--- src/rtl/vpbb_pkg.sv ---
// ----------------------------------------------------------------------------
// Visible pixel bounding box - package
// Widths, register indexes, format and function codes, config and result types, helpers.
// ----------------------------------------------------------------------------
package vpbb_pkg;

  localparam int unsigned COORD_W           = 10;
  localparam int unsigned SIDE_W            = 11;
  localparam int unsigned MAX_SIDE          = 1024;
  localparam int unsigned PALETTE_DEPTH_DEF = 256;
  localparam int unsigned PIXEL_W           = 32;
  localparam int unsigned ALPHA_W           = 8;
  localparam int unsigned ABITS_W           = 4;
  localparam int unsigned SHIFT_W           = 5;
  localparam int unsigned COUNT_W           = 9;
  localparam int unsigned CFG_ADDR_W        = 3;
  localparam int unsigned CFG_DATA_W        = 32;
  localparam int unsigned QUEUE_DEPTH       = 2;
  localparam int unsigned S_TDATA_W         = 40;
  localparam int unsigned M_TDATA_W         = 48;

  localparam logic [ALPHA_W-1:0] VIS_THRESHOLD = 8'd64;

  typedef enum logic [CFG_ADDR_W-1:0] {
    REG_FRAME_WIDTH     = 3'd0,
    REG_FRAME_HEIGHT    = 3'd1,
    REG_KEY_ENABLE      = 3'd2,
    REG_TRANSPARENT_KEY = 3'd3,
    REG_FORMAT_MODE     = 3'd4,
    REG_ALPHA_SHIFT     = 3'd5,
    REG_ALPHA_BITS      = 3'd6,
    REG_PALETTE_COUNT   = 3'd7
  } cfg_reg_t;

  typedef enum logic [1:0] {
    FMT_PALETTE    = 2'd0,
    FMT_ALPHA_MASK = 2'd1,
    FMT_OPAQUE     = 2'd2,
    FMT_UNKNOWN    = 2'd3
  } fmt_t;

  typedef enum logic {
    FUNC_LOAD  = 1'b0,
    FUNC_PIXEL = 1'b1
  } func_t;

  typedef struct packed {
    logic [SIDE_W-1:0]  frame_width;
    logic [SIDE_W-1:0]  frame_height;
    logic               key_enable;
    logic [PIXEL_W-1:0] transparent_key;
    fmt_t               format_mode;
    logic [SHIFT_W-1:0] alpha_shift;
    logic [ABITS_W-1:0] alpha_bits;
    logic [COUNT_W-1:0] palette_count;
  } cfg_t;

  typedef struct packed {
    logic               found;
    logic [COORD_W-1:0] top_gap;
    logic [COORD_W-1:0] bottom_gap;
    logic [COORD_W-1:0] left_gap;
    logic [COORD_W-1:0] right_gap;
  } result_t;

  function automatic logic [SIDE_W-1:0] clamp_side(input logic [SIDE_W-1:0] v);
    logic [SIDE_W-1:0] r;
    r = v;
    if (v == '0) r = SIDE_W'(1);
    else if (v > SIDE_W'(MAX_SIDE)) r = SIDE_W'(MAX_SIDE);
    return r;
  endfunction

  function automatic logic [COORD_W-1:0] border_after(input logic [SIDE_W-1:0] side,
                                                      input logic [COORD_W-1:0] most);
    logic [SIDE_W-1:0] most_p1;
    logic [SIDE_W-1:0] diff;
    most_p1 = {1'b0, most} + SIDE_W'(1);
    diff    = side - most_p1;
    return (most_p1 >= side) ? '0 : diff[COORD_W-1:0];
  endfunction

endpackage

--- src/rtl/visible_pixel_bounding_box.sv ---
// ----------------------------------------------------------------------------
// Visible pixel bounding box - top level
// Finds the visible extent of a raster image and reports its four
// transparent border widths.
//
// Input stream s_*: one beat per pixel in raster order (tuser = 1), or a
// palette alpha load (tuser = 0). Loads update the alpha table and give no
// output. Output stream m_*: one beat per frame, after its last pixel.
// Configuration: cfg_we / cfg_addr / cfg_data write one register per cycle;
// change it only while no pixel is in flight.
// Throughput: one beat per cycle while s_tready is high. The palette RAM read
// sits in the front end, so a pixel passes the front stage register and the
// queue to the accumulator; the result beat is registered as the last pixel pops.
// A two-entry queue decouples classifier and accumulator; a held result
// stalls only the last pixel of the next frame, so s_tready stays high
// until the queue and the front stage fill behind it.
// Reset: registers take their defaults, frame position and extents clear.
// The palette table is not cleared; load entries before using them.
// ----------------------------------------------------------------------------
module visible_pixel_bounding_box
  import vpbb_pkg::*;
#(
  parameter int unsigned PALETTE_DEPTH = PALETTE_DEPTH_DEF
) (
  input  logic                  clk,
  input  logic                  rst,
  input  logic                  cfg_we,
  input  logic [CFG_ADDR_W-1:0] cfg_addr,
  input  logic [CFG_DATA_W-1:0] cfg_data,
  input  logic                  s_tvalid,
  output logic                  s_tready,
  input  logic                  s_tuser,   // func
  input  logic [S_TDATA_W-1:0]  s_tdata,   // pixel_value[31:0], entry_alpha[39:32]
  output logic                  m_tvalid,
  input  logic                  m_tready,
  output logic [M_TDATA_W-1:0]  m_tdata    // found[0], top_gap[10:1],
                                           // bottom_gap[20:11], left_gap[30:21],
                                           // right_gap[40:31], zero[47:41]
);

  cfg_t    cfg;
  logic    q_valid;
  logic    q_ready;
  logic    q_vis_in;
  logic    q_vis_out;
  logic    q_full;
  logic    q_empty;
  logic    q_pop;
  result_t result;

  always_ff @(posedge clk) begin
    if (rst) begin
      cfg.frame_width     <= SIDE_W'(32);
      cfg.frame_height    <= SIDE_W'(32);
      cfg.key_enable      <= 1'b0;
      cfg.transparent_key <= '0;
      cfg.format_mode     <= FMT_ALPHA_MASK;
      cfg.alpha_shift     <= SHIFT_W'(24);
      cfg.alpha_bits      <= ABITS_W'(8);
      cfg.palette_count   <= COUNT_W'(256);
    end else if (cfg_we) begin
      unique case (cfg_reg_t'(cfg_addr))
        REG_FRAME_WIDTH:     cfg.frame_width     <= cfg_data[SIDE_W-1:0];
        REG_FRAME_HEIGHT:    cfg.frame_height    <= cfg_data[SIDE_W-1:0];
        REG_KEY_ENABLE:      cfg.key_enable      <= cfg_data[0];
        REG_TRANSPARENT_KEY: cfg.transparent_key <= cfg_data[PIXEL_W-1:0];
        REG_FORMAT_MODE:     cfg.format_mode     <= fmt_t'(cfg_data[1:0]);
        REG_ALPHA_SHIFT:     cfg.alpha_shift     <= cfg_data[SHIFT_W-1:0];
        REG_ALPHA_BITS:      cfg.alpha_bits      <= cfg_data[ABITS_W-1:0];
        REG_PALETTE_COUNT:   cfg.palette_count   <= cfg_data[COUNT_W-1:0];
        default:             cfg                 <= cfg;
      endcase
    end
  end

  vpbb_front #(
    .PALETTE_DEPTH (PALETTE_DEPTH)
  ) u_front (
    .clk      (clk),
    .rst      (rst),
    .cfg      (cfg),
    .s_tvalid (s_tvalid),
    .s_tready (s_tready),
    .s_tuser  (s_tuser),
    .s_tdata  (s_tdata),
    .q_valid  (q_valid),
    .q_ready  (q_ready),
    .q_vis    (q_vis_in)
  );

  assign q_ready = !q_full;

  vpbb_fifo #(
    .WIDTH (1),
    .DEPTH (QUEUE_DEPTH)
  ) u_queue (
    .clk       (clk),
    .rst       (rst),
    .push      (q_valid),
    .push_data (q_vis_in),
    .full      (q_full),
    .pop       (q_pop),
    .pop_data  (q_vis_out),
    .empty     (q_empty)
  );

  vpbb_back u_back (
    .clk      (clk),
    .rst      (rst),
    .cfg      (cfg),
    .q_valid  (!q_empty),
    .q_vis    (q_vis_out),
    .q_pop    (q_pop),
    .m_tvalid (m_tvalid),
    .m_tready (m_tready),
    .result   (result)
  );

  assign m_tdata = {(M_TDATA_W - 41)'(0), result.right_gap, result.left_gap,
                    result.bottom_gap, result.top_gap, result.found};

endmodule

--- src/rtl/vpbb_ram.sv ---
// ----------------------------------------------------------------------------
// Visible pixel bounding box - generic RAM
// One write port, one read port with registered read data.
// ----------------------------------------------------------------------------
module vpbb_ram #(
  parameter int unsigned WIDTH = 8,
  parameter int unsigned DEPTH = 256,
  localparam int unsigned AW   = $clog2(DEPTH)
) (
  input  logic             clk,
  input  logic             we,
  input  logic [AW-1:0]    waddr,
  input  logic [WIDTH-1:0] wdata,
  input  logic             re,
  input  logic [AW-1:0]    raddr,
  output logic [WIDTH-1:0] rdata
);

  logic [WIDTH-1:0] mem [DEPTH];

  always_ff @(posedge clk) begin
    if (we) begin
      mem[waddr] <= wdata;
    end
    if (re) begin
      rdata <= mem[raddr];
    end
  end

endmodule

--- src/rtl/vpbb_fifo.sv ---
// ----------------------------------------------------------------------------
// Visible pixel bounding box - decoupling queue
// Small synchronous FIFO between the classifier and the accumulator.
// ----------------------------------------------------------------------------
module vpbb_fifo #(
  parameter int unsigned WIDTH = 1,
  parameter int unsigned DEPTH = 2,
  localparam int unsigned PW   = $clog2(DEPTH),
  localparam int unsigned CW   = $clog2(DEPTH + 1)
) (
  input  logic             clk,
  input  logic             rst,
  input  logic             push,
  input  logic [WIDTH-1:0] push_data,
  output logic             full,
  input  logic             pop,
  output logic [WIDTH-1:0] pop_data,
  output logic             empty
);

  logic [WIDTH-1:0] mem [DEPTH];
  logic [PW-1:0]    wr_ptr;
  logic [PW-1:0]    rd_ptr;
  logic [CW-1:0]    count;
  logic             do_push;
  logic             do_pop;

  assign full     = (count == CW'(DEPTH));
  assign empty    = (count == '0);
  assign do_push  = push && !full;
  assign do_pop   = pop && !empty;
  assign pop_data = mem[rd_ptr];

  always_ff @(posedge clk) begin
    if (rst) begin
      wr_ptr <= '0;
      rd_ptr <= '0;
      count  <= '0;
    end else begin
      if (do_push) begin
        wr_ptr <= (wr_ptr == PW'(DEPTH - 1)) ? '0 : wr_ptr + PW'(1);
      end
      if (do_pop) begin
        rd_ptr <= (rd_ptr == PW'(DEPTH - 1)) ? '0 : rd_ptr + PW'(1);
      end
      unique case ({do_push, do_pop})
        2'b10:   count <= count + CW'(1);
        2'b01:   count <= count - CW'(1);
        default: count <= count;
      endcase
    end
  end

  always_ff @(posedge clk) begin
    if (do_push) begin
      mem[wr_ptr] <= push_data;
    end
  end

endmodule

--- src/rtl/vpbb_front.sv ---
// ----------------------------------------------------------------------------
// Visible pixel bounding box - front end
// Accepts beats, applies palette loads, classifies pixels as visible.
// ----------------------------------------------------------------------------
module vpbb_front
  import vpbb_pkg::*;
#(
  parameter int unsigned PALETTE_DEPTH = PALETTE_DEPTH_DEF,
  localparam int unsigned AW           = $clog2(PALETTE_DEPTH)
) (
  input  logic                 clk,
  input  logic                 rst,
  input  cfg_t                 cfg,
  input  logic                 s_tvalid,
  output logic                 s_tready,
  input  logic                 s_tuser,
  input  logic [S_TDATA_W-1:0] s_tdata,
  output logic                 q_valid,
  input  logic                 q_ready,
  output logic                 q_vis
);

  logic [PIXEL_W-1:0] px;
  logic [ALPHA_W-1:0] load_alpha;
  logic               accept;
  logic               is_pixel;
  logic               key_hit;
  logic [PIXEL_W-1:0] shifted;
  logic [ABITS_W-1:0] bits_eff;
  logic [ABITS_W-1:0] pad;
  logic [ALPHA_W-1:0] field_mask;
  logic [ALPHA_W-1:0] field;
  logic [COUNT_W-1:0] cnt_eff;
  logic               in_range;
  logic               load_ok;
  logic               pre_vis;
  logic               pal_need;
  logic [ALPHA_W-1:0] ram_q;

  logic st_valid;
  logic st_pre;
  logic st_pal;

  assign px         = s_tdata[PIXEL_W-1:0];
  assign load_alpha = s_tdata[PIXEL_W +: ALPHA_W];
  assign s_tready   = !st_valid || q_ready;
  assign accept     = s_tvalid && s_tready;
  assign is_pixel   = (func_t'(s_tuser) == FUNC_PIXEL);
  assign key_hit    = cfg.key_enable && (px == cfg.transparent_key);

  // alpha field, left aligned to eight bits
  always_comb begin
    shifted = px >> cfg.alpha_shift;
    if (cfg.alpha_bits == '0) bits_eff = ABITS_W'(1);
    else if (cfg.alpha_bits > ABITS_W'(ALPHA_W)) bits_eff = ABITS_W'(ALPHA_W);
    else bits_eff = cfg.alpha_bits;
    pad        = ABITS_W'(ALPHA_W) - bits_eff;
    field_mask = {ALPHA_W{1'b1}} >> pad;
    field      = (shifted[ALPHA_W-1:0] & field_mask) << pad;
  end

  assign cnt_eff  = (cfg.palette_count > COUNT_W'(PALETTE_DEPTH)) ?
                    COUNT_W'(PALETTE_DEPTH) : cfg.palette_count;
  assign in_range = (px[PIXEL_W-1:COUNT_W] == '0) && (px[COUNT_W-1:0] < cnt_eff);
  assign load_ok  = ({1'b0, px[ALPHA_W-1:0]} < COUNT_W'(PALETTE_DEPTH));

  always_comb begin
    pre_vis  = 1'b0;
    pal_need = 1'b0;
    unique case (cfg.format_mode)
      FMT_PALETTE:    pal_need = in_range;
      FMT_ALPHA_MASK: pre_vis  = (field >= VIS_THRESHOLD);
      FMT_OPAQUE:     pre_vis  = 1'b1;
      FMT_UNKNOWN:    pre_vis  = 1'b0;
      default:        pre_vis  = 1'b0;
    endcase
    if (key_hit) begin
      pre_vis  = 1'b0;
      pal_need = 1'b0;
    end
  end

  vpbb_ram #(
    .WIDTH (ALPHA_W),
    .DEPTH (PALETTE_DEPTH)
  ) u_palette (
    .clk   (clk),
    .we    (accept && !is_pixel && load_ok),
    .waddr (px[AW-1:0]),
    .wdata (load_alpha),
    .re    (accept && is_pixel && pal_need),
    .raddr (px[AW-1:0]),
    .rdata (ram_q)
  );

  always_ff @(posedge clk) begin
    if (rst) begin
      st_valid <= 1'b0;
    end else if (s_tready) begin
      st_valid <= accept && is_pixel;
    end
  end

  always_ff @(posedge clk) begin
    if (accept) begin
      st_pre <= pre_vis;
      st_pal <= pal_need;
    end
  end

  assign q_valid = st_valid;
  assign q_vis   = st_pre || (st_pal && (ram_q >= VIS_THRESHOLD));

endmodule

--- src/rtl/vpbb_back.sv ---
// ----------------------------------------------------------------------------
// Visible pixel bounding box - back end
// Raster position, running extents and the border result register.
// ----------------------------------------------------------------------------
module vpbb_back
  import vpbb_pkg::*;
(
  input  logic    clk,
  input  logic    rst,
  input  cfg_t    cfg,
  input  logic    q_valid,
  input  logic    q_vis,
  output logic    q_pop,
  output logic    m_tvalid,
  input  logic    m_tready,
  output result_t result
);

  logic [COORD_W-1:0] column;
  logic [COORD_W-1:0] row;
  logic [COORD_W-1:0] least_x;
  logic [COORD_W-1:0] least_y;
  logic [COORD_W-1:0] most_x;
  logic [COORD_W-1:0] most_y;
  logic               seen_any;

  logic [COORD_W-1:0] least_x_next;
  logic [COORD_W-1:0] least_y_next;
  logic [COORD_W-1:0] most_x_next;
  logic [COORD_W-1:0] most_y_next;
  logic               seen_any_next;

  logic [SIDE_W-1:0] w_eff;
  logic [SIDE_W-1:0] h_eff;
  logic              col_end;
  logic              row_end;
  logic              frame_end;
  result_t           result_next;

  assign w_eff     = clamp_side(cfg.frame_width);
  assign h_eff     = clamp_side(cfg.frame_height);
  assign col_end   = ({1'b0, column} + SIDE_W'(1)) >= w_eff;
  assign row_end   = ({1'b0, row} + SIDE_W'(1)) >= h_eff;
  assign frame_end = col_end && row_end;
  assign q_pop     = q_valid && (!frame_end || !m_tvalid || m_tready);

  always_comb begin
    least_x_next  = (q_vis && column < least_x) ? column : least_x;
    least_y_next  = (q_vis && row < least_y) ? row : least_y;
    most_x_next   = (q_vis && column > most_x) ? column : most_x;
    most_y_next   = (q_vis && row > most_y) ? row : most_y;
    seen_any_next = seen_any || q_vis;
    result_next   = '0;
    result_next.found = seen_any_next;
    if (seen_any_next) begin
      result_next.top_gap    = least_y_next;
      result_next.bottom_gap = border_after(h_eff, most_y_next);
      result_next.left_gap   = least_x_next;
      result_next.right_gap  = border_after(w_eff, most_x_next);
    end
  end

  always_ff @(posedge clk) begin
    if (rst) begin
      column   <= '0;
      row      <= '0;
      least_x  <= '1;
      least_y  <= '1;
      most_x   <= '0;
      most_y   <= '0;
      seen_any <= 1'b0;
      m_tvalid <= 1'b0;
    end else begin
      m_tvalid <= (q_pop && frame_end) || (m_tvalid && !m_tready);
      if (q_pop) begin
        if (frame_end) begin
          column   <= '0;
          row      <= '0;
          least_x  <= '1;
          least_y  <= '1;
          most_x   <= '0;
          most_y   <= '0;
          seen_any <= 1'b0;
        end else begin
          least_x  <= least_x_next;
          least_y  <= least_y_next;
          most_x   <= most_x_next;
          most_y   <= most_y_next;
          seen_any <= seen_any_next;
          if (col_end) begin
            column <= '0;
            row    <= row + COORD_W'(1);
          end else begin
            column <= column + COORD_W'(1);
          end
        end
      end
    end
  end

  always_ff @(posedge clk) begin
    if (q_pop && frame_end) begin
      result <= result_next;
    end
  end

endmodule

--- config.mk ---
export PLATFORM = sky130hd
export DESIGN_NAME = visible_pixel_bounding_box
export DESIGN_NICKNAME = d
export VERILOG_FILES = /design/src/rtl/vpbb_pkg.sv /design/src/rtl/visible_pixel_bounding_box.sv /design/src/rtl/vpbb_ram.sv /design/src/rtl/vpbb_fifo.sv /design/src/rtl/vpbb_front.sv /design/src/rtl/vpbb_back.sv
export SDC_FILE = /design/constraint.sdc
export NUM_CORES = 1
export LEC_CHECK = 0
export ABC_AREA = 1
export BUFFER_PORTS_ARGS = -buffer_cell sky130_fd_sc_hd__buf_2
export CORE_ASPECT_RATIO = 2
export CORE_MARGIN = 2
export CORE_UTILIZATION = 62
export DETAILED_ROUTE_END_ITERATION = 7
export PLACE_DENSITY = 0.84
export RECOVER_POWER = 25
export SLEW_MARGIN = 20
export SYNTH_ARGS = -nofsm -noshare
export SYNTH_HDL_FRONTEND = slang
export SYNTH_SLANG_ARGS = --single-unit
--- constraint.sdc ---
create_clock -name clk -period 5.6 [get_ports clk]
set_clock_uncertainty 0.2 [all_clocks]
set_input_delay 0.28 -clock clk [delete_from_list [all_inputs] [get_ports clk]]
set_output_delay 0.28 -clock clk [all_outputs]
set_load 0.005 [all_outputs]
Yosys cells after proc, flatten, opt, wreduce, memory -nomap -nowiden:

Memory sizes are Yosys's and may differ from the RTL's. A register that Yosys moved wholly into a read port is not among the register bits.
Index checks and enable logic that the tools add are counted.

* bits in registers: 185
* input bits: 81
* RAM bits: 2050
* output and inout bits: 50
* memories: 2

* reductions and logical operators: 50
* equal/unequal tests: 13
* bitwise operators: 2
* order comparisons: 15
* shift-type cells: 3
* add/sub/neg operators: 13
* muxes and demuxes: 32

Memories
* u_front.u_palette.mem: depth 256, bits a word 8, read ports 1, clocked after memory_dff 1, write ports 1, line vpbb_ram.sv:19 `logic [WIDTH-1:0] mem [DEPTH];`
* u_queue.mem: depth 2, bits a word 1, read ports 1, clocked after memory_dff 1, write ports 1, line vpbb_fifo.sv:21 `logic [WIDTH-1:0] mem [DEPTH];`

Operator list (count)
* two-way mux 10 bit: 12
* adder 10 x 1 -> 11 bit, second input constant: 4
* >= comparator 11 bit: 4
* two-way mux 11 bit: 4
* == test 32 bit: 1
* right shift 32 x 5 -> 8 bit: 1
* logical NOT 23 bit: 1
* greater-than comparator 11 bit, second input constant: 2
* logical NOT 11 bit: 2
* adder 10 x 1 -> 10 bit, second input constant: 2
* greater-than comparator 10 bit: 2
* < comparator 10 bit: 2
* subtractor 10 bit: 2
* AND reduction 2 bit: 9
* logical AND 1 bit: 17
* >= comparator 8 x 7 -> 1 bit, second input constant: 2
* == test 3 bit, second input constant: 4
* two-way mux 1 bit: 11
* greater-than comparator 9 bit, second input constant: 1
* < comparator 9 bit: 1
* two-way mux 9 bit: 1
* bitwise AND 8 bit: 1
* two-way mux 4 bit: 2
* left shift 8 x 4 -> 8 bit: 1
* other kinds (20): 39

Longest topological paths before layout:

* word-level depth: 12
* mapped depth: 26
* mapped depth without buffers: 25

Cells and area by module:

Synthesis repeated with hierarchy kept, for this count alone.

* cells, all modules: 9137
* area, all modules: 97667.4 um2

Modules (own cells, without submodules)
* vpbb_ram: cells an instance 7003, times used 1, sequential area each 61739.2 um2, area each 83476.3 um2
* vpbb_back: cells an instance 1141, times used 1, sequential area each 2472.4 um2, area each 8230.4 um2
* visible_pixel_bounding_box: cells an instance 462, times used 1, sequential area each 1501.4 um2, area each 3159.3 um2
* vpbb_front: cells an instance 488, times used 1, sequential area each 80.1 um2, area each 2457.4 um2
* vpbb_fifo: cells an instance 43, times used 1, sequential area each 160.2 um2, area each 344.1 um2

Worst setup path after synthesis:

No wires, ideal clock.

* path kind: reg-to-reg
* start: register u_back.column[0]
* end: register u_back.result[0] (netlist name)
* library setup time: 396 ps
* data arrival time: 3406 ps
* clock period less this slack: 4002 ps
* data required time: 5004 ps
* cell stages (with the launch flop): 22
* path slack: 1598 ps
* path through: dfxtp_1 inv_2 nor3_1 inv_1 nor2_1 inv_1 nor3_1 nand3_1 xor2_1 ha_1 nand2_1 o21a_1 nand2_1 a21oi_1 nand2_2 nand2_4 inv_2 nand2_1 nand2_2 inv_2 nand2_1 inv_1

* cells in the longest elaborated chain, start to end: 8

Ends and longest elaborated chain
* from (decl): line vpbb_back.sv:19 `logic [COORD_W-1:0] column;`
* from (signal assigned): line vpbb_back.sv:94 `column <= column + COORD_W'(1);`
* adder 10 x 1 -> 11 bit (*): line vpbb_back.sv:42 `assign col_end = ({1'b0, column} + SIDE_W'(1)) >= w_eff;`
* >= comparator 11 bit (*): line vpbb_back.sv:42
* logical AND 1 bit (*): line vpbb_back.sv:44 `assign frame_end = col_end && row_end;`
* logical NOT 1 bit: line vpbb_back.sv:45 `assign q_pop = q_valid && (!frame_end || !m_tvalid || m_tready);`
* logical OR 1 bit (2 in a row): line vpbb_back.sv:45
* logical AND 1 bit: line vpbb_back.sv:45
* logical AND 1 bit (*): line vpbb_back.sv:102 `if (q_pop && frame_end) begin`

Mark *: on every way between the ends. The rest lies on a longest branch, timed or not.
A chain may end at the register's enable or synchronous reset.

Worst setup path in the final report:

* start: register u_back.column[7]
* end: register u_back.result[9] (netlist name)

* cells in the longest elaborated chain, start to end: 6
* elaborated cells between the ends (all ways): 7
* classes of those cells: add/sub: 2; order compare: 2; mux: 1; reduce/logical: 2

Ends and longest elaborated chain
* greater-than comparator 10 bit: line vpbb_back.sv:50 `most_x_next = (q_vis && column > most_x) ? column : most_x;`
* logical AND 1 bit: line vpbb_back.sv:50
* two-way mux 10 bit (*): line vpbb_back.sv:50
* adder 10 x 1 -> 11 bit (*): line vpbb_pkg.sv:78 `most_p1 = {1'b0, most} + SIDE_W'(1);`
* >= comparator 11 bit: line vpbb_pkg.sv:80 `return (most_p1 >= side) ? '0 : diff[COORD_W-1:0];`
* OR reduction 2 bit (no source line)

Marks and branches as above.

==> flow_metrics.tcl <==
set metrics [dict create \
    p_per_area_nw_per_um2 336 \
    hold_buffers 46 \
    timing_hold_violations_final 0 \
    grt_max_degree 257 \
    worstMarginPinSlew_ns 4.68 \
    clkSlewWorstSetupHoldPaths_ns 0.07 \
    final_util 0.690 \
    power.share.sequential 0.479 \
    fillCellCount 3885 \
    drt_iter0_markers 3267 \
    ant_nets 0 \
    setup.worst_path.start_class "flip-flop" \
    synthSimpleGateAreaFrac 0.174 \
    finalSetupViolations 0 \
    stdcell_area_sq_um 36900 \
    p_int_w 0.00878 \
    clock_sinks 702 \
    rsz0062_at_grt "false" \
    dr.pass1.iters 6 \
    synth-edff-count 559 \
    ir_worst_vdd_v 0.000265 \
    synthCells 3391 \
    yosys_register_bits 702 \
    grt_usage 0.318 \
    viasPerCell 6.26 \
    maxCapViolCount 2 \
    netSwitchingPower_w 0.00360 \
    cts_buffers 57 \
    die_area_sq_um 55900 \
    insertion_delay_ns 0.64 \
    comb_power_share 0.189 \
    wl_per_cell_um 21.4 \
    die_w_um 168 \
    grt_pass1_vias 25700 \
    placed_cell_area_sq_um 34500 \
    cts_tree "done" \
    power.leakage_nw 13.9 \
    start_util 0.626 \
    synth_flop_cell "edfxtp_1" \
    drv_slew 348 \
    hold_path.class "in -> reg" \
    routed_wirelength_um 90200 \
    synth_top_area_cell "edfxtp_1" \
    fin_crit_ns 4.83 \
    routabilityCongestion 0.978 \
    worstPathArrival_ns 5.09 \
    max_slew_margin -2.12 \
    io_buffer_count 117 \
    clock_power_share 0.332 \
    post-cts-setup-buffers 0 \
    core_sq_um 53500 \
    rows 120 \
    die_y_um 332 \
    dp_slack_ns 0.885 \
    drive_above_1_share 0.0906 \
    worstSetupEndpointType "flip-flop" \
    detailed_place_hpwl_um 58400 \
    p_sw_frac 0.291 \
    synth_xor_area_frac 0.0115 \
    syn2layout_area_growth_pct 10.3 \
    synth_top_family_by_area "simple AND/OR/NAND/NOR gates" \
    clock.fmax_mhz 207 \
    grt_first_pass_wirelength_um 137000 \
    cts_max_path_buffers 3 \
    synth-compound-area-share 0.130 \
    synth_fa_ha_area_frac 0.0457 \
    path_class "reg -> reg" \
    tns_ns 0 \
    final.setup.worst_slack_ns 0.766 \
    cts_resized 0 \
    overflow 0 \
    path_max_fanout 20 \
    violations "capacitance limit, slew limit" \
    cts_root_buf "clkbuf_16" \
    ys_seq_area_frac 0.588 \
    synth_cell_type_count 53 \
    power_w 0.0124 \
    synthMuxAreaShare 0 \
    avgSynthCellArea_sq_um 9.86 \
    drc 0 \
    ios 131 \
    status "finished with violations" \
    ys_warn_count 0 \
    vias 26400 \
    htree_levels 2 \
    syn-cell-area_sq_um 33400 \
    synthArstFlopShare 0 \
    netlist_top_cells_area "edfxtp_1 (50%), dfxtp_1 (8.6%), nand2_1 (7.3%)" \
    synth_top_area_frac 0.502 \
    antenna_found_initial 8 \
    timing.final.crit_share 0.863 \
    nNetsFinal 3688 \
    cp_data_required_time_ns 5.85 \
]
worst paths after layout:
path	from	to	slack, ns	cells after the start
setup / recovery	u_back.column[7]	u_back.result[9]	0.77	21
hold / removal	rst	u_back.most_y[3]	0.04	2
setup reg to reg	u_back.column[7]	u_back.result[9]	0.77	21
hold reg to reg	u_queue.rd_ptr	u_queue.rd_ptr	0.26	1
sequential cells by signal, summed over array words and instances, names as in the netlist, 2 cells and up, named ones only:
| name | cells |
|---|---|
| cfg | 75 |
| u_back.column | 10 |
| u_back.least_x | 10 |
| u_back.least_y | 10 |
| u_back.most_x | 10 |
| u_back.most_y | 10 |
| u_back.result | 41 |
| u_back.row | 10 |
| u_front.u_palette.mem | 512 |
| u_front.u_palette.rdata | 2 |
| u_queue.count | 2 |
| u_queue.mem | 2 |
cells in the final DEF, fill, tap and decap left out, types with 6 or more instances in the layout:
master and n:
nor4_1 14, o211ai_1 16, a22oi_1 256, or2_2 9, clkbuf_1 10, clkbuf_16 57, a21boi_0 13, o21ai_0 170
nor2_4 8, inv_2 15, nand2_1 654, a21boi_1 7, buf_4 44, bufinv_16 6, buf_2 115, inv_1 209
ha_1 119, a21oi_1 165, conb_1 7, clkinv_1 11, nor3_1 19, o21ai_1 13, nor2_2 10, xor2_1 30
xnor2_1 12, nor2_1 508, nand4_1 25, diode_2 6, nand2_2 9, edfxtp_1 559, dfxtp_1 143, nand3_1 163
clkinv_2 10, o31ai_1 15, o21ai_2 7, dlygate4sd3_1 46
power by group through the flow:
| stage | combinational (W) | sequential (W) | clock [W] |
|---|---|---|---|
| after detailed placement | 0.00227 | 0.00603 | 0 |
| after CTS | 0.00231 | 0.00592 | 0.00413 |
| after global placement | 0.00220 | 0.00603 | 0 |
| final | 0.00234 | 0.00594 | 0.00411 |
| after global routing | 0.00263 | 0.00595 | 0.00430 |
| after floorplan | 0.00168 | 0.00601 | 0 |
worst max-delay path: stages, from the launching register on:
cell and delay (ns):
dfxtp_1 0.44, ha_1 0.28, a21oi_1 0.15, nor2_1 0.05
nor2_1 0.11, nand4_1 0.11, nand2_1 0.55, nand2_1 0.20
o21ai_4 0.16, ha_1 0.21, nand2_1 0.10, nor2_4 0.17
nand3_1 0.12, nand2_1 0.14, inv_1 0.05, ha_1 0.37
a21oi_1 0.19, o21ai_0 0.10, a21oi_1 0.12, nand4_1 0.41
o21bai_1 0.31, a21oi_1 0.12
cell usage after synthesis (all sizes together), types with 77 or more instances:
master / n
o21ai: 193
nand2: 665
a22oi: 256
a21oi: 166
edfxtp: 559
nand3: 166
inv: 223
buf: 77
dfxtp: 143
clkbuf: 103
ha: 119
nor2: 526
cell type report:
cell class	instances	area [sq um]	share of cell area
Multi-Input combinational cell	2289	12200	0.330
Clock inverter	35	393	0.0107
Inverter	226	851	0.0231
Timing Repair Buffer	210	1430	0.0386
Tap cell	671	840	0.0228
Sequential cell	702	19600	0.533
Antenna cell	6	15.0	0.000407
Clock buffer	71	1530	0.0415
logic make-up after synthesis:
kind of cell / Yosys count
fa+ha+maj: 121
flops: 702
xor+xnor: 43
compound gates: 689
simple gates: 1429
buf+inv: 406
other cells: 1
per-stage QoR:
step,std cells,hold slack (ns)
after floorplan,3397,0.179
after global placement,4052,0.238
after detailed placement,4052,0.252
after CTS,4204,0.00337
after global routing,4210,0.0447
final,4210,0.0359
routing by layer:
layer,track usage,vias up,wire (um)
met4,0.254,4,8250
met5,0,-,17
li1,-,12000,-
met3,0.0449,478,7390
met1,0.334,12300,28300
met2,0.565,1558,46300
Note: power is estimated with default switching activity, not from simulation.
